### src/rtl/core/svhd_pkg.sv
// Types, constants and the arctangent table for the stick heading block.
// Depends on nothing; used by every module of the block.
package svhd_pkg;

    localparam int CORDIC_ITERATIONS_DEF = 16;
    localparam int FRAC_BITS_DEF         = 7;

    localparam int TABLE_LEN = 24;
    localparam int ANG_FRAC  = 16;
    localparam int PRESCALE  = 14;

    localparam int IN_W  = 16;
    localparam int D_W   = 34;
    localparam int Z_W   = 25;
    localparam int TAB_W = 22;
    localparam int A_W   = 16;
    localparam int H_W   = 18;
    localparam int CNT_W = $clog2(TABLE_LEN);

    localparam int QDEPTH = 2;
    localparam int QPTR_W = $clog2(QDEPTH);
    localparam int QCNT_W = $clog2(QDEPTH + 1);

    // atan(2^-i) in degrees, 16 fraction bits
    localparam logic [TAB_W-1:0] ATAN_TAB [TABLE_LEN] = '{
        22'd2949120, 22'd1740967, 22'd919879, 22'd466945,
        22'd234379,  22'd117304,  22'd58666,  22'd29335,
        22'd14668,   22'd7334,    22'd3667,   22'd1833,
        22'd917,     22'd458,     22'd229,    22'd115,
        22'd57,      22'd29,      22'd14,     22'd7,
        22'd4,       22'd2,       22'd1,      22'd0
    };

    typedef enum logic [2:0] {
        CLS_ZERO    = 3'd0,
        CLS_POS_Y   = 3'd1,
        CLS_NEG_Y   = 3'd2,
        CLS_POS_X   = 3'd3,
        CLS_NEG_X   = 3'd4,
        CLS_GENERAL = 3'd5
    } svhd_cls_t;

    typedef struct packed {
        svhd_cls_t       cls;
        logic            x_neg;
        logic            y_neg;
        logic [IN_W-1:0] ax;
        logic [IN_W-1:0] ay;
    } svhd_item_t;

    typedef struct packed {
        logic full;
        logic empty;
    } svhd_qstat_t;

endpackage

### src/rtl/core/svhd_front.sv
// Front end: takes input words, sorts them into axis, zero or general cases.
// Depends on svhd_pkg; feeds svhd_queue.
module svhd_front (
    input  logic                          in_valid,
    output logic                          in_stall,
    input  logic signed [svhd_pkg::IN_W-1:0] x_value,
    input  logic signed [svhd_pkg::IN_W-1:0] y_value,
    input  svhd_pkg::svhd_qstat_t         qstat,
    output logic                          push,
    output svhd_pkg::svhd_item_t          push_item
);
    import svhd_pkg::*;

    logic x_zero;
    logic y_zero;

    assign in_stall = qstat.full;
    assign push     = in_valid && !qstat.full;
    assign x_zero   = (x_value == '0);
    assign y_zero   = (y_value == '0);

    always_comb
    begin
        push_item.x_neg = x_value[IN_W-1];
        push_item.y_neg = y_value[IN_W-1];
        push_item.ax    = x_value[IN_W-1] ? IN_W'(-x_value) : IN_W'(x_value);
        push_item.ay    = y_value[IN_W-1] ? IN_W'(-y_value) : IN_W'(y_value);
        priority if (x_zero && y_zero)
        begin
            push_item.cls = CLS_ZERO;
        end
        else if (x_zero)
        begin
            push_item.cls = y_value[IN_W-1] ? CLS_NEG_Y : CLS_POS_Y;
        end
        else if (y_zero)
        begin
            push_item.cls = x_value[IN_W-1] ? CLS_NEG_X : CLS_POS_X;
        end
        else
        begin
            push_item.cls = CLS_GENERAL;
        end
    end

endmodule

### src/rtl/core/svhd_queue.sv
// Short queue of classified words between the front and back ends.
// Depends on svhd_pkg.
module svhd_queue (
    input  logic                  clk,
    input  logic                  rst_n,
    input  logic                  push,
    input  svhd_pkg::svhd_item_t  push_item,
    input  logic                  pop,
    output svhd_pkg::svhd_item_t  pop_item,
    output svhd_pkg::svhd_qstat_t qstat
);
    import svhd_pkg::*;

    svhd_item_t          mem_reg [QDEPTH];
    logic [QPTR_W-1:0]   wr_ptr_reg, wr_ptr_next;
    logic [QPTR_W-1:0]   rd_ptr_reg, rd_ptr_next;
    logic [QCNT_W-1:0]   count_reg, count_next;
    logic                do_push;
    logic                do_pop;

    assign qstat.full  = (count_reg == QCNT_W'(QDEPTH));
    assign qstat.empty = (count_reg == '0);
    assign do_push     = push && !qstat.full;
    assign do_pop      = pop && !qstat.empty;
    assign pop_item    = mem_reg[rd_ptr_reg];

    always_comb
    begin
        wr_ptr_next = wr_ptr_reg;
        rd_ptr_next = rd_ptr_reg;
        count_next  = count_reg;
        if (do_push)
        begin
            wr_ptr_next = (wr_ptr_reg == QPTR_W'(QDEPTH - 1)) ? '0 : wr_ptr_reg + 1'b1;
        end
        if (do_pop)
        begin
            rd_ptr_next = (rd_ptr_reg == QPTR_W'(QDEPTH - 1)) ? '0 : rd_ptr_reg + 1'b1;
        end
        if (do_push && !do_pop)
        begin
            count_next = count_reg + 1'b1;
        end
        else if (do_pop && !do_push)
        begin
            count_next = count_reg - 1'b1;
        end
    end

    always_ff @(posedge clk or negedge rst_n)
    begin
        if (!rst_n)
        begin
            wr_ptr_reg <= '0;
            rd_ptr_reg <= '0;
            count_reg  <= '0;
        end
        else
        begin
            wr_ptr_reg <= wr_ptr_next;
            rd_ptr_reg <= rd_ptr_next;
            count_reg  <= count_next;
        end
    end

    always_ff @(posedge clk)
    begin
        if (do_push)
        begin
            mem_reg[wr_ptr_reg] <= push_item;
        end
    end

endmodule

### src/rtl/core/svhd_back.sv
// Back end: iterative vectoring rotator, quadrant placement and result register.
// Depends on svhd_pkg; drains svhd_queue.
module svhd_back #(
    parameter int CORDIC_ITERATIONS = svhd_pkg::CORDIC_ITERATIONS_DEF,
    parameter int FRAC_BITS         = svhd_pkg::FRAC_BITS_DEF
) (
    input  logic                             clk,
    input  logic                             rst_n,
    input  svhd_pkg::svhd_qstat_t            qstat,
    input  svhd_pkg::svhd_item_t             pop_item,
    output logic                             pop,
    output logic                             out_valid,
    input  logic                             out_stall,
    output logic signed [svhd_pkg::IN_W-1:0] heading,
    output logic                             held
);
    import svhd_pkg::*;

    localparam int ITER_N = (CORDIC_ITERATIONS < TABLE_LEN) ? CORDIC_ITERATIONS : TABLE_LEN;
    localparam int RSHIFT = ANG_FRAC - FRAC_BITS;
    localparam logic [CNT_W-1:0]     LAST  = CNT_W'(ITER_N - 1);
    localparam logic signed [Z_W-1:0] LIM  = Z_W'(90 << ANG_FRAC);
    localparam logic [Z_W-1:0]       RND   = Z_W'(1 << (RSHIFT - 1));
    localparam logic signed [H_W-1:0] FULL  = H_W'(180 << FRAC_BITS);
    localparam logic signed [H_W-1:0] RIGHT = H_W'(90 << FRAC_BITS);
    localparam logic signed [H_W-1:0] HMAX  = H_W'(32767);
    localparam logic signed [H_W-1:0] HMIN  = H_W'(-32768);

    typedef enum logic [3:0] {
        ST_IDLE = 4'b0001,
        ST_ROT  = 4'b0010,
        ST_FIN  = 4'b0100,
        ST_OUT  = 4'b1000
    } svhd_state_t;

    svhd_state_t              state_reg, state_next;
    logic [CNT_W-1:0]         iter_reg, iter_next;
    logic signed [D_W-1:0]    u_reg, u_next;
    logic signed [D_W-1:0]    v_reg, v_next;
    logic signed [Z_W-1:0]    z_reg, z_next;
    logic [A_W-1:0]           a_reg, a_next;
    svhd_cls_t                cls_reg, cls_next;
    logic                     x_neg_reg, x_neg_next;
    logic                     y_neg_reg, y_neg_next;
    logic signed [IN_W-1:0]   last_reg, last_next;
    logic                     out_valid_reg, out_valid_next;
    logic signed [IN_W-1:0]   heading_reg, heading_next;
    logic                     held_reg, held_next;

    logic signed [D_W-1:0]    du;
    logic signed [D_W-1:0]    dv;
    logic signed [Z_W-1:0]    tab;
    logic [Z_W-1:0]           z_clamp;
    logic [Z_W-1:0]           z_round;
    logic signed [H_W-1:0]    a_ext;
    logic signed [H_W-1:0]    h_raw;
    logic signed [IN_W-1:0]   h_sat;
    logic                     out_free;

    assign out_valid = out_valid_reg;
    assign heading   = heading_reg;
    assign held      = held_reg;
    assign out_free  = !out_valid_reg || !out_stall;

    assign du  = v_reg >>> iter_reg;
    assign dv  = u_reg >>> iter_reg;
    assign tab = Z_W'(ATAN_TAB[iter_reg]);

    always_comb
    begin
        priority if (z_reg[Z_W-1])
        begin
            z_clamp = '0;
        end
        else if (z_reg > LIM)
        begin
            z_clamp = LIM;
        end
        else
        begin
            z_clamp = z_reg;
        end
        z_round = z_clamp + RND;
    end

    // pick the heading for each class, placing the first-quadrant angle in its quadrant, then saturate
    always_comb
    begin
        a_ext = H_W'(a_reg);
        unique case (cls_reg)
            CLS_ZERO:    h_raw = H_W'(last_reg);
            CLS_POS_Y:   h_raw = '0;
            CLS_NEG_Y:   h_raw = FULL;
            CLS_POS_X:   h_raw = RIGHT;
            CLS_NEG_X:   h_raw = -RIGHT;
            CLS_GENERAL:
            begin
                if (y_neg_reg)
                begin
                    h_raw = x_neg_reg ? (a_ext - FULL) : (FULL - a_ext);
                end
                else
                begin
                    h_raw = x_neg_reg ? -a_ext : a_ext;
                end
            end
            default:     h_raw = '0;
        endcase
        priority if (h_raw > HMAX)
        begin
            h_sat = IN_W'(HMAX);
        end
        else if (h_raw < HMIN)
        begin
            h_sat = IN_W'(HMIN);
        end
        else
        begin
            h_sat = IN_W'(h_raw);
        end
    end

    always_comb
    begin
        state_next     = state_reg;
        iter_next      = iter_reg;
        u_next         = u_reg;
        v_next         = v_reg;
        z_next         = z_reg;
        a_next         = a_reg;
        cls_next       = cls_reg;
        x_neg_next     = x_neg_reg;
        y_neg_next     = y_neg_reg;
        last_next      = last_reg;
        out_valid_next = out_valid_reg && out_stall;
        heading_next   = heading_reg;
        held_next      = held_reg;
        pop            = 1'b0;
        unique case (state_reg)
            ST_IDLE:
            begin
                if (!qstat.empty)
                begin
                    pop        = 1'b1;
                    cls_next   = pop_item.cls;
                    x_neg_next = pop_item.x_neg;
                    y_neg_next = pop_item.y_neg;
                    u_next     = D_W'({pop_item.ay, {PRESCALE{1'b0}}});
                    v_next     = D_W'({pop_item.ax, {PRESCALE{1'b0}}});
                    z_next     = '0;
                    iter_next  = '0;
                    state_next = (pop_item.cls == CLS_GENERAL) ? ST_ROT : ST_OUT;
                end
            end
            ST_ROT:
            begin
                if (!v_reg[D_W-1])
                begin
                    u_next = u_reg + du;
                    v_next = v_reg - dv;
                    z_next = z_reg + tab;
                end
                else
                begin
                    u_next = u_reg - du;
                    v_next = v_reg + dv;
                    z_next = z_reg - tab;
                end
                iter_next = iter_reg + 1'b1;
                if (iter_reg == LAST)
                begin
                    state_next = ST_FIN;
                end
            end
            ST_FIN:
            begin
                a_next     = A_W'(z_round >> RSHIFT);
                state_next = ST_OUT;
            end
            ST_OUT:
            begin
                if (out_free)
                begin
                    out_valid_next = 1'b1;
                    heading_next   = h_sat;
                    held_next      = (cls_reg == CLS_ZERO);
                    last_next      = h_sat;
                    state_next     = ST_IDLE;
                end
            end
            default:
            begin
                state_next = ST_IDLE;
            end
        endcase
    end

    always_ff @(posedge clk or negedge rst_n)
    begin
        if (!rst_n)
        begin
            state_reg     <= ST_IDLE;
            iter_reg      <= '0;
            last_reg      <= '0;
            out_valid_reg <= 1'b0;
        end
        else
        begin
            state_reg     <= state_next;
            iter_reg      <= iter_next;
            last_reg      <= last_next;
            out_valid_reg <= out_valid_next;
        end
    end

    always_ff @(posedge clk)
    begin
        u_reg       <= u_next;
        v_reg       <= v_next;
        z_reg       <= z_next;
        a_reg       <= a_next;
        cls_reg     <= cls_next;
        x_neg_reg   <= x_neg_next;
        y_neg_reg   <= y_neg_next;
        heading_reg <= heading_next;
        held_reg    <= held_next;
    end

endmodule

### src/rtl/core/stick_vector_heading_degrees.sv
// Top level of the stick heading block: front end, queue and back end.
// Depends on svhd_pkg, svhd_front, svhd_queue and svhd_back.
//
// Gives the heading of an (x, y) vector from the +y axis, positive toward +x,
// in degrees with FRAC_BITS fraction bits. One result word per input word, in
// order. A vector off both axes is dequeued, run through min(CORDIC_ITERATIONS,
// 24) rotations of the single shared shift-add rotator, rounded to an angle and
// then loaded into the result register once the output is not stalled. Axis and
// zero vectors skip the rotations and rounding. A two-word queue lets the input
// side keep taking words while the rotator is busy. A zero vector repeats the
// last heading given (0 after reset) with held set.
module stick_vector_heading_degrees #(
    parameter int CORDIC_ITERATIONS = svhd_pkg::CORDIC_ITERATIONS_DEF,
    parameter int FRAC_BITS         = svhd_pkg::FRAC_BITS_DEF
) (
    input  logic                             clk,
    input  logic                             rst_n,
    input  logic                             in_valid,
    output logic                             in_stall,
    input  logic signed [svhd_pkg::IN_W-1:0] x_value,
    input  logic signed [svhd_pkg::IN_W-1:0] y_value,
    output logic                             out_valid,
    input  logic                             out_stall,
    output logic signed [svhd_pkg::IN_W-1:0] heading,
    output logic                             held
);
    import svhd_pkg::*;

    logic        push;
    svhd_item_t  push_item;
    logic        pop;
    svhd_item_t  pop_item;
    svhd_qstat_t qstat;

    svhd_front u_front (
        .in_valid  (in_valid),
        .in_stall  (in_stall),
        .x_value   (x_value),
        .y_value   (y_value),
        .qstat     (qstat),
        .push      (push),
        .push_item (push_item)
    );

    svhd_queue u_queue (
        .clk       (clk),
        .rst_n     (rst_n),
        .push      (push),
        .push_item (push_item),
        .pop       (pop),
        .pop_item  (pop_item),
        .qstat     (qstat)
    );

    svhd_back #(
        .CORDIC_ITERATIONS (CORDIC_ITERATIONS),
        .FRAC_BITS         (FRAC_BITS)
    ) u_back (
        .clk       (clk),
        .rst_n     (rst_n),
        .qstat     (qstat),
        .pop_item  (pop_item),
        .pop       (pop),
        .out_valid (out_valid),
        .out_stall (out_stall),
        .heading   (heading),
        .held      (held)
    );

endmodule

### config.mk
export PLATFORM = sky130hd
export DESIGN_NAME = stick_vector_heading_degrees
export DESIGN_NICKNAME = d
export VERILOG_FILES = /design/src/rtl/core/svhd_pkg.sv /design/src/rtl/core/svhd_front.sv /design/src/rtl/core/svhd_queue.sv /design/src/rtl/core/svhd_back.sv /design/src/rtl/core/stick_vector_heading_degrees.sv
export SDC_FILE = /design/constraint.sdc
export NUM_CORES = 1
export LEC_CHECK = 0
export ABC_AREA = 0
export CORE_ASPECT_RATIO = 1.75
export CORE_MARGIN = 2
export CORE_UTILIZATION = 38
export CTS_BUF_LIST = sky130_fd_sc_hd__clkbuf_8
export DETAILED_ROUTE_END_ITERATION = 12
export DONT_BUFFER_PORTS = 1
export GPL_TIMING_DRIVEN = 0
export SYNTH_ARGS = -nofsm -noshare
export SYNTH_HDL_FRONTEND = slang
export SYNTH_SLANG_ARGS = --single-unit
### constraint.sdc
create_clock -name clk -period 9.7 [get_ports clk]
set_clock_uncertainty 0.05 [all_clocks]
set_input_delay 0.485 -clock clk [delete_from_list [all_inputs] [get_ports clk]]
set_output_delay 0.485 -clock clk [all_outputs]
set_load 0.02 [all_outputs]
# ---- Yosys cells after proc, flatten, opt, wreduce, memory -nomap -nowiden
# Memory sizes are Yosys's and may differ from the RTL's.
# Index checks and enable logic that the tools add are counted.
dict set report classes {
  reduce_logical 24
  bitwise 2
  n_mux 43
  addsub 17
  shifts 2
  n_lt_le_gt_ge 4
  n_eq_ne 14
}
# op n
set op_table {}
lappend op_table {{34-bit 2-to-1 mux} 4}
lappend op_table {{34-bit one-hot mux with 2 select lines} 2}
lappend op_table {{18-bit one-hot mux with 5 select lines} 1}
lappend op_table {{34-bit adder} 2}
lappend op_table {{34-bit by 5-bit >>> shifter with 34-bit output} 2}
lappend op_table {{34-bit subtractor} 2}
lappend op_table {{16-bit 2-to-1 mux} 4}
lappend op_table {{18-bit 2-to-1 mux} 3}
lappend op_table {{25-bit 2-to-1 mux} 2}
lappend op_table {{25-bit one-hot mux with 2 select lines} 1}
lappend op_table {{24-bit 2-to-1 mux} 2}
lappend op_table {{22-bit 2-to-1 mux} 2}
lappend op_table {{16-bit logical NOT} 2}
lappend op_table {{16-bit negator} 2}
lappend op_table {{24-bit by 9-bit adder with 25-bit output, second input constant} 1}
lappend op_table {{25-bit by 23-bit adder with 25-bit output} 1}
lappend op_table {{25-bit by 24-bit greater-than comparator with 1-bit output, second input constant} 1}
lappend op_table {{25-bit by 23-bit subtractor with 25-bit output} 1}
lappend op_table {{18-bit by 16-bit greater-than comparator with 1-bit output, second input constant} 1}
lappend op_table {{18-bit by 16-bit less-than comparator with 1-bit output, second input constant} 1}
lappend op_table {{16-bit negator with 18-bit output} 1}
lappend op_table {{15-bit by 16-bit subtractor with 17-bit output, first input constant} 1}
lappend op_table {{16-bit by 15-bit subtractor with 17-bit output, second input constant} 1}
lappend op_table {{4-bit 2-to-1 mux} 4}
lappend op_table {{31 further kinds} 62}
dict set report word_totals {
  mem_count 2
  elab_cells 124
  mem_bits_ro 704
  ram_bits 74
  reg_bits 161
}
# name depth width rd rd_ports_with_merged_regs wr line
set memory_table {}
lappend memory_table {{(no name shown)} 32 22 1 0 0 svhd_back.sv:67} ;# assign tab = Z_W'(ATAN_TAB[iter_reg]);
lappend memory_table {u_queue.mem_reg 2 37 1 0 1 svhd_queue.sv:14} ;# svhd_item_t mem_reg [QDEPTH];

# ---- Longest topological paths before layout
# Gate-level depths: netlist of the first run.
dict set report depth {
  ltp_word 8
  depth_mapped 29
  mapped_depth_nobuf 23
}

# ---- By module
# Synthesis of the first run repeated with hierarchy kept, for this count alone.
dict set report unflattened {
  hier_cells 2413
  hier_area_um2 22584.2
}
# mod cells_per_inst area_per_inst_um2 n_inst
set modules_own_cells {}
lappend modules_own_cells {svhd_back 2170 18926.9 1}
lappend modules_own_cells {svhd_queue 134 2949.1 1}
lappend modules_own_cells {svhd_front 109 708.2 1}

# ---- Least setup slack after synthesis of the first run
# Ideal clock, no wire load.
dict set report synth_timing {
  kind {register -> register}
  start {register u_back.iter_reg[0]}
  end {register u_back.u_reg[33], data pin}
  setup_ns 0.261
  path_slack_ns 3.842
  path_stages_with_launch 25
  arrival_time_ns 5.547
  path_buffers 5
  period_less_slack_ns 5.858
  cell_sequence {dfrtp_1 > buf_4 > buf_2 > buf_2 > buf_2 > mux4_2 > o22ai_1 > nor2_1 > a221oi_1 > nor4b_1 > and3_1 > nor2b_1 > a31oi_1 > xor2_1 > o21ai_0 > ha_1 > clkbuf_1 > nand4_1 > or4_1 > nor3_1 > o221ai_1 > a21o_1 > o21ai_0 > or2_2 > mux2i_1}
}
dict set report synth_between {
  elab_chain_len 4
}
# element line
set synth_rtl {}
lappend synth_rtl {{start, declared} svhd_back.sv:37} ;# logic [CNT_W-1:0] iter_reg, iter_next;
lappend synth_rtl {{start signal, assigned} svhd_back.sv:210} ;# iter_reg <= iter_next;
lappend synth_rtl {{34-bit by 5-bit >>> shifter with 34-bit output *} svhd_back.sv:65} ;# assign du = v_reg >>> iter_reg;
lappend synth_rtl {{34-bit adder / 34-bit subtractor (equally long branches)} {svhd_back.sv:159, svhd_back.sv:165}}
lappend synth_rtl {{34-bit 2-to-1 mux *} svhd_back.sv:157} ;# if (!v_reg[D_W-1])
lappend synth_rtl {{34-bit one-hot mux with 2 select lines *} svhd_back.sv:139} ;# unique case (state_reg)
lappend synth_rtl {{end signal, assigned} svhd_back.sv:218} ;# u_reg <= u_next;
lappend synth_rtl {{end, declared} svhd_back.sv:38} ;# logic signed [D_W-1:0] u_reg, u_next;
# Every way passes the cells marked *; elsewhere a longest branch is shown, timed or not.
# A chain may end at the register's enable or synchronous reset.

# ---- Worst setup path in the final report of the first run
dict set report layout_timing {
  start {register u_back.iter_reg[1]}
  end {register u_back.u_reg[33], data pin}
}
# Same word-level chain as after synthesis.

==> results of run 1 <==
==> synthesized netlist by cell type (22+ instances only) <==
library cell and instances:
clkbuf_1 86, a21oi_1 166, edfxtp_1 205, nand2_1 215
o22ai_1 33, mux2i_1 77, inv_1 76, buf_1 22
xnor2_1 118, nor2b_1 29, a31oi_1 40, mux4_2 91
nand2b_1 31, a21o_1 48, nand3_1 57, and2_1 23
xor2_1 71, o31ai_1 23, ha_1 108, and3_1 29
buf_2 32, o21ai_0 147, mux2_2 56, a211oi_1 28
nor2_1 222, dfrtp_1 29, nor3_1 58
==> final timing paths <==
kind                                    start               endpoint  slack, ns
max in group asynchronous               rst_n    u_back.state_reg[0]       9.10
min in group asynchronous               rst_n    u_back.last_reg[12]       0.24
min                                y_value[2]  u_queue.mem_reg[0][2]       0.03
max reg2reg                u_back.iter_reg[1]       u_back.u_reg[33]       0.45
max                        u_back.iter_reg[1]       u_back.u_reg[33]       0.45
min reg2reg                u_back.last_reg[7]     u_back.last_reg[7]       0.46
==> cells in the final DEF, fill, tap and decap left out, types with 17 or more instances in the layout <==
cell type        n
buf_2           32
dlygate4sd3_1   18
nor2b_1         29
o211ai_1        20
xnor2_1        118
and2_1          23
o21a_1          20
clkbuf_8        46
dfrtp_1         29
a211oi_1        28
mux2_2          56
clkbuf_1        85
buf_1           22
edfxtp_1       205
mux2i_1         76
or3_1           19
nor3_1          56
nand2b_1        31
and3_1          28
nor2_1         220
nand3_1         57
nand2_1        214
inv_1           83
o21ai_0        146
xor2_1          71
a21o_1          48
a21oi_1        166
mux4_2          91
o22ai_1         33
ha_1           108
a31oi_1         40
nor4_1          17
o31ai_1         23
==> final cells by class <==
type	instances	area share
clock buffers	45	0.0250
diodes	3	0.000304
well taps	780	0.0395
multi-input cells	1975	0.596
plain buffers	148	0.0257
repair buffers	25	0.0118
clock inverters	30	0.0105
inverters	78	0.0118
flip-flops and latches	235	0.279
==> stage by stage <==
stage / hold slack [ns] / area [um2] / cells / util / setup WS, ns
after global routing: 0.0165 / 24700 / 3317 / 0.420 / 0.221
after detailed placement: 0.141 / 23600 / 3220 / 0.401 / 0.616
final: 0.0297 / 24700 / 3319 / 0.420 / 0.451
after floorplan: 0.139 / 22500 / 2436 / - / 3.84
after CTS: 0.000844 / 24700 / 3314 / 0.419 / 0.585
after global placement: 0.140 / 23500 / 3216 / 0.399 / 0.611
==> worst max-delay path, delay by kind of cell, from the launching register on <==
family	cells	cell delay [ns]
AOI/OAI and AO/OA	6	2.30
xor gates and xnor gates	1	0.20
adders and majority gates	1	0.16
buffers and inverters	5	2.37
DFF	1	0.50
muxes	3	0.95
and+or+nand+nor	7	2.43
==> logic make-up after synthesis <==
| family | count (synthesis) | synth area share |
|---|---|---|
| and+or+nand+nor | 777 | 0.166 |
| AOI/OAI and AO/OA | 668 | 0.192 |
| DFF | 235 | 0.307 |
| muxes | 227 | 0.157 |
| buffers and inverters | 226 | 0.0411 |
| xor gates and xnor gates | 190 | 0.0745 |
| adders and majority gates | 111 | 0.0626 |
| other | 1 | 0.000166 |
==> routing by layer <==
metal	routed length, um	share of wire	global-route usage	vias to the layer above
li1	-	-	-	9384
met1	36400	0.32	0.355	10600
met2	57500	0.50	0.661	1108
met3	7550	0.066	0.0836	447
met4	13000	0.11	0.345	8
met5	54	0.00047	0.000785	-
==> impl_metrics.json, run 1 <==
{
  "outcome": "finished, violations left",
  "violations": "max-capacitance violations, max-slew violations",
  "dp_hpwl_um": 87800,
  "route.detailed.drc": 0,
  "synth_area_leaders": "edfxtp_1, mux4_2, ha_1",
  "synth_top_cell_by_area": "edfxtp_1",
  "yosysWarnings": 0,
  "min_period_ns": 9.25,
  "tritoncts": "built",
  "whs_path_depth": 1,
  "worstPathMaxFanout": 10,
  "path_clk_slew_ns": 0.09,
  "dieArea_um2": 61300,
  "start_util": 0.383,
  "pin_count": 55,
  "num-nets-final": 2651,
  "slew_violations": 4,
  "num_vias": 21600,
  "finalSetupViolations": 0,
  "largest_register_ffs": 74,
  "htreeDepth": 2,
  "timing.fmax_ghz": 0.108,
  "rsz0062_at_grt": "no",
  "routedWlPerCell_um": 34.5,
  "synth.distinct_cells": 88,
  "max_slew_margin": -0.0131,
  "max_stage_delay_ns": 0.98,
  "port_buffers": 0,
  "grt_max_degree": 56,
  "worstPathCellList": "buf_2 > inv_1 > buf_2 > clkbuf_1 > mux2i_1 > mux2i_2 > a221oi_1 > and4_1 > and3_1 > nor2b_1 > a31oi_1 > xor2_1 > o21ai_0 > ha_1 > clkbuf_1 > nand4_1 > or4_1 > nor3_1 > o221ai_1 > a21o_1 > o21ai_0 > or2_2 > mux2i_1",
  "cts_setup_buffers": 0,
  "synth_top_area_frac": 0.273,
  "firstDrtPassIters": 7,
  "synth_enable_flop_cells": 205,
  "drv_cap": 1,
  "cts-buffers-inserted": 41,
  "finalHoldViolCount": 0,
  "worst-setup-path-type": "register to register",
  "cp-end-kind": "register",
  "reg2reg_depth": 23,
  "grt_pass1_wl_um": 160000,
  "cts_resized": 0,
  "worst_slew_pin_slew_ns": 1.52,
  "cp.required_ns": 10.06,
  "multiInputGateArea_um2": 14700,
  "drive_above_1_share": 0.120,
  "yosys_most_used_dff": "edfxtp_1",
  "first_global_vias": 22000,
  "area_growth_pct": 9.75,
  "async_flop_share": 0.128,
  "drt_iter0_drc": 1732,
  "start_kind": "register",
  "hold_buffers": 19,
  "coreArea_um2": 58900,
  "fillers": 5885,
  "die_h_um": 326,
  "critPathArrivalTime_ns": 9.61,
  "synth_cells": 2435,
  "overflow": 0,
  "via_per_inst": 6.50,
  "fp-row-count": 118,
  "syn_area_um2": 22500,
  "die_w_um": 188,
  "clock_path_buffers": 3,
  "synth-seq-area-share": 0.307,
  "antenna_left": 0,
  "worstHoldPathType": "primary input to register",
  "cts_num_sinks": 235,
  "tns_ns": 0,
  "grt_use_total": 0.373,
  "regArea_um2": 6910,
  "clk_latency_ns": 0.67,
  "finalCritPeriodShare": 0.954,
  "clock_tree.root_cell": "clkbuf_8",
  "syn_avg_cell_area_um2": 9.25,
  "ys_seq_elements": 235,
  "gp_congestion": 1.07,
  "routed_wirelength_um": 115000,
  "grt_antenna_before_repair": 8,
  "cp_slowest_cell": "a221oi_1"
}
Power of run 1 is not shown: default switching activity piles up to over one toggle a cycle in this logic, so the estimate is an artifact.
==> inputs of run 2 (changes only) <==
Settings changed: CAP_MARGIN set to 20, CORE_UTILIZATION 38 to 45, GPL_TIMING_DRIVEN 0 to not set.
==> run 2 against run 1 <==
The run now ends clean. Design area fell by 3.3%. Wire length fell by 30%. Non-clock buffer count fell by 136. Hold slack improved by 0.00074 ns. First-iteration DRC count rose by 11%. Via count fell by 7.6%. Setup slack improved by 1.6 ns. Final cell count fell by 7.9%. Sequential share of layout area rose by 1.0 points.
==> impl_metrics.json, run 2 (same netlist as run 1, synthesis figures left out) <==
{
  "die_w_um": 173,
  "cts_setup_buffers": 0,
  "max_slew_margin": 0.192,
  "finalHoldViolCount": 0,
  "largest_register_ffs": 74,
  "timing.fmax_ghz": 0.131,
  "whs_path_depth": 1,
  "num_vias": 19900,
  "timing.rr.start": "u_back.iter_reg[3]",
  "r2r_slack_ns": 2.04,
  "drive_above_1_share": 0.117,
  "utilization": 0.482,
  "tritoncts": "built",
  "area_growth_pct": 6.11,
  "cp_slowest_cell": "dfrtp_2",
  "htreeDepth": 2,
  "cts-buffers-inserted": 39,
  "grt_pass1_wl_um": 121000,
  "dieArea_um2": 52000,
  "worstHoldPathType": "primary input to register",
  "tns_ns": 0,
  "final_common_cell": "nor2_1",
  "fp-row-count": 108,
  "pin_count": 55,
  "crit_cells": 21,
  "start_util": 0.454,
  "first_global_vias": 20100,
  "clock_tree.root_cell": "clkbuf_8",
  "cp-end-kind": "register",
  "gp_congestion": 1.09,
  "reg2reg_depth": 21,
  "critPathTopFamily": "simple AND/OR/NAND/NOR gates",
  "clk_latency_ns": 0.62,
  "grt_antenna_before_repair": 2,
  "min_period_ns": 7.66,
  "via_per_inst": 6.52,
  "drt_iter0_drc": 1929,
  "grt_use_total": 0.307,
  "critPathArrivalTime_ns": 7.98,
  "num-nets-final": 2513,
  "finalCritPeriodShare": 0.790,
  "routed_wirelength_um": 80700,
  "r2r_end": "u_back.u_reg[33]",
  "overflow": 0,
  "grt_max_degree": 71,
  "dp_cells": 2975,
  "worstPathCellList": "buf_4 > mux4_2 > mux4_2 > a222oi_1 > ha_1 > and2_0 > nand4b_1 > nor2_1 > and2_1 > nand2_1 > o21ai_0 > ha_1 > and3_1 > nand2_1 > or4_1 > nor3_1 > o221ai_1 > a21o_1 > o21ai_0 > or2_2 > mux2i_1",
  "route.detailed.drc": 0,
  "coreArea_um2": 49600,
  "finalSetupViolations": 0,
  "cts_resized": 0,
  "outcome": "finished clean",
  "slew_violations": 0,
  "final_cells": 3057,
  "cts_num_sinks": 235,
  "firstDrtPassIters": 8,
  "hold_start": "x_value[13]",
  "start_kind": "register",
  "cp.required_ns": 10.02,
  "clock_path_buffers": 3,
  "die_h_um": 300,
  "worstPathMaxFanout": 63,
  "antenna_left": 0,
  "fillers": 4784,
  "dp_hpwl_um": 59800,
  "path_clk_slew_ns": 0.07,
  "worst-setup-path-type": "register to register",
  "drv_cap": 0,
  "layout_common_cells": "nor2_1, nand2_1, edfxtp_1",
  "port_buffers": 0,
  "holdPathEnd": "u_queue.mem_reg[1][31]",
  "routedWlPerCell_um": 26.4,
  "cp_num_buf_inv": 1,
  "max_stage_delay_ns": 0.84,
  "rsz0062_at_grt": "no",
  "worst_slew_pin_slew_ns": 1.21
}
run 2: cell types whose count changed in the layout (fill, tap and decap cells not counted), sizes merged:
| cell | previous run | this run |
|---|---|---|
| clkinv | 12 | 11 |
| inv | 88 | 93 |
| clkinvlp | 4 | 1 |
| bufinv | 4 | 3 |
| diode | 3 | 1 |
| buf | 68 | 29 |
| dlygate4sd3 | 18 | 6 |
| clkbuf | 132 | 43 |
run 2: how the worst max path moves through the flow:
stage	from	end	slack (ns)
after CTS	u_back.iter_reg[3]	u_back.u_reg[33]	2.20
after global placement	u_back.iter_reg[0]	u_back.v_reg[30]	2.36
final	u_back.iter_reg[3]	u_back.u_reg[33]	2.04
after detailed placement	u_back.iter_reg[0]	u_back.u_reg[33]	2.21
after global routing	u_back.iter_reg[0]	u_back.v_reg[30]	1.39
after floorplan	u_back.iter_reg[0]	u_back.u_reg[33]	3.84
run 2: cell type report:
cell class | count | area, um2 | area share
antenna | 1 | 2.50 | 0.000105
clock buffer | 41 | 564 | 0.0236
clock inverter | 30 | 228 | 0.00952
inverter | 78 | 293 | 0.0122
multi-input combinational | 1975 | 14700 | 0.616
sequential | 235 | 6920 | 0.290
tap | 660 | 826 | 0.0345
timing repair buffer | 37 | 343 | 0.0143
run 2: metal layers:
metal  up-vias  wire length (um)  share of wire  GRT usage
li1       9109                 -              -          -
met5         -                11        0.00014          0
met1      9619             26700           0.33      0.305
met4         2              8090           0.10      0.263
met3       323              5040          0.063     0.0513
met2       886             40900           0.51      0.555
run 2: worst reg2reg max path, cell delays in order, from the launching register on:
cell      delay (ns)
dfrtp_2         0.84
buf_4           0.70
mux4_2          0.45
mux4_2          0.58
a222oi_1        0.60
ha_1            0.27
and2_0          0.34
nand4b_1        0.31
nor2_1          0.31
and2_1          0.28
nand2_1         0.11
o21ai_0         0.15
ha_1            0.27
and3_1          0.27
nand2_1         0.10
or4_1           0.51
nor3_1          0.30
o221ai_1        0.29
a21o_1          0.24
o21ai_0         0.22
or2_2           0.15
mux2i_1         0.06
run 2: what timing repair did:
| action | CTS | global route |
|---|---|---|
| hold buffers | 7 | 0 |
| endpoints found under the setup margin | 0 | 0 |
| hold endpoints to repair | 39 | 0 |
run 2: per-stage QoR:
step | hold slack [ns] | setup WS (ns) | cell area, um2
3_3_place_gp | 0.142 | 2.36 | 23000
6_report | 0.0304 | 2.04 | 23900
5_1_grt | 0.0115 | 1.39 | 23900
3_5_place_dp | 0.142 | 2.21 | 23000
4_1_cts | 0.00460 | 2.20 | 23900
2_1_floorplan | 0.139 | 3.84 | 22500
Power of run 2 is left out for the same reason.
==> inputs of run 3 (changes only) <==
Clock period 9.7 ns to 6.5 ns, I/O delays scaled along.
==> run 3 against run 2 <==
Non-clock buffer count up 287. Core utilization grew 4.8 points. Sequential share of layout area decreased by 2.6 points. Maximum frequency up 21%. Hold slack got worse by 0.0015 ns. Die area unchanged. Global-route usage up 1.9 points. Largest cell class unchanged. Highest routed layer unchanged.
==> impl_metrics.json, run 3 (same netlist as run 1, synthesis figures left out) <==
{
  "finalHoldViolCount": 0,
  "routed_wirelength_um": 86400,
  "crit_path_start": "u_back.iter_reg[3]",
  "crit_cells": 20,
  "antenna_left": 0,
  "drive_above_1_share": 0.204,
  "critPathArrivalTime_ns": 6.63,
  "layout_common_cells": "buf_4, nor2_1, nand2_1",
  "cp.required_ns": 6.78,
  "route.detailed.drc": 0,
  "min_period_ns": 6.35,
  "coreArea_um2": 49600,
  "crit_end": "u_back.u_reg[33]",
  "timing.rr.start": "u_back.iter_reg[3]",
  "worst_slack_ns": 0.146,
  "clk_latency_ns": 0.61,
  "port_buffers": 0,
  "r2r_slack_ns": 0.15,
  "drv_cap": 0,
  "r2r_end": "u_back.u_reg[33]",
  "grt_antenna_before_repair": 2,
  "outcome": "finished clean",
  "routedWlPerCell_um": 25.9,
  "worstPathMaxFanout": 42,
  "via_per_inst": 6.35,
  "place_ws_ns": -0.164,
  "firstDrtPassIters": 6,
  "finalSetupViolations": 0,
  "grt_pass1_wl_um": 128000,
  "dp_hpwl_um": 65200,
  "critPathTopFamily": "simple AND/OR/NAND/NOR gates",
  "worst-setup-path-type": "register to register",
  "num-nets-final": 2799,
  "dieArea_um2": 52000,
  "pin_count": 55,
  "start_util": 0.454,
  "finalCritPeriodShare": 0.978,
  "drt_iter0_drc": 1837,
  "fillers": 4600,
  "worstPathCellList": "buf_12 > mux4_2 > mux4_2 > a222oi_1 > buf_4 > ha_1 > and2_0 > nand4b_1 > buf_4 > nor4_1 > o31ai_1 > ha_1 > nand4_1 > or4_1 > nor3_1 > o221ai_1 > a21o_1 > o21ai_0 > or2_2 > mux2i_1",
  "tritoncts": "built",
  "slew_violations": 0,
  "worstHoldPathType": "primary input to register",
  "regArea_um2": 6920,
  "die_h_um": 300,
  "cp-end-kind": "register",
  "start_kind": "register",
  "cts_num_sinks": 235,
  "path_clk_slew_ns": 0.07,
  "fp-row-count": 108,
  "cp_slowest_cell": "mux4_2",
  "rsz0062_at_grt": "no",
  "worst_slew_pin_slew_ns": 1.14,
  "reg2reg_depth": 20,
  "largest_register_ffs": 74,
  "timing.fmax_ghz": 0.157,
  "max_slew_margin": 0.235,
  "htreeDepth": 2,
  "clock_tree.root_cell": "clkbuf_8",
  "num_vias": 21200,
  "max_stage_delay_ns": 0.57,
  "grt_max_degree": 77,
  "overflow": 0,
  "gp_congestion": 1.04,
  "first_global_vias": 21400,
  "multiInputGateArea_um2": 14800,
  "cts-buffers-inserted": 38,
  "cp_num_buf_inv": 3,
  "grt_use_total": 0.326,
  "final_common_cell": "buf_4",
  "die_w_um": 173,
  "clock_path_buffers": 3,
  "area_growth_pct": 16.7
}
==> run 3: changes by cell type in the layout (fill, tap and decap cells not counted), sizes merged <==
cell and change:
clkinvlp +2, buf +255, clkinv -2, inv -3, dlygate4sd3 +30, clkbuf +2
==> run 3: cell type report <==
| class | count | share of cell area |
|---|---|---|
| Multi-Input combinational cell | 1975 | 0.561 |
| Sequential cell | 235 | 0.263 |
| Timing Repair Buffer | 324 | 0.103 |
| Tap cell | 660 | 0.0314 |
| Clock buffer | 41 | 0.0215 |
| Inverter | 78 | 0.0111 |
| Clock inverter | 27 | 0.00818 |
| Antenna cell | 1 | 0.0000952 |
==> run 3: worst min-delay path by stage <==
stage                     start                      to  slack (ns)  cells past startpoint
floorplan                 rst_n      u_back.iter_reg[0]       -0.02                      0
detailed placement        rst_n      u_queue.wr_ptr_reg       -0.02                      0
global route        x_value[15]  u_queue.mem_reg[0][18]        0.02                      2
global placement          rst_n      u_queue.wr_ptr_reg       -0.02                      0
CTS                 y_value[15]  u_queue.mem_reg[0][11]      0.0005                      2
finish              x_value[15]  u_queue.mem_reg[0][18]        0.03                      2
==> run 3: layer usage <==
| layer | wire, um | global-route usage | vias to the layer above |
|---|---|---|---|
| li1 | - | - | 9669 |
| met1 | 28900 | 0.323 | 10300 |
| met2 | 43200 | 0.579 | 897 |
| met3 | 4990 | 0.0588 | 361 |
| met4 | 9270 | 0.294 | 2 |
| met5 | 11 | 0 | - |
==> run 3: worst reg2reg max path, stage by stage, from the launching register on <==
cell	delay [ns]
dfrtp_2	0.55
buf_12	0.29
mux4_2	0.43
mux4_2	0.57
a222oi_1	0.53
buf_4	0.22
ha_1	0.16
and2_0	0.24
nand4b_1	0.26
buf_4	0.22
nor4_1	0.34
o31ai_1	0.13
ha_1	0.31
nand4_1	0.14
or4_1	0.54
nor3_1	0.21
o221ai_1	0.25
a21o_1	0.23
o21ai_0	0.20
or2_2	0.14
mux2i_1	0.06
==> run 3: repair_timing <==
action                                  CTS  global route
resized for setup                         0            12
hold buffers                             37             0
buffers inserted                          2            15
gates cloned                              0             1
pin swaps                                 1            12
endpoints found under the hold margin   106             0
endpoints found under the setup margin    4            28
==> run 3: metrics by stage <==
step                       util  TNS, ns  area (um2)  hold WS [ns]  cells
after floorplan               -        0       22500       -0.0206   2436
after global placement    0.502   -0.474       24900       -0.0198   3213
after detailed placement  0.502   -0.543       24900       -0.0199   3213
after CTS                 0.526        0       26100      0.000535   3320
after global routing      0.530        0       26300        0.0217   3341
final                     0.530        0       26300        0.0289   3341
Power of run 3 is left out for the same reason.
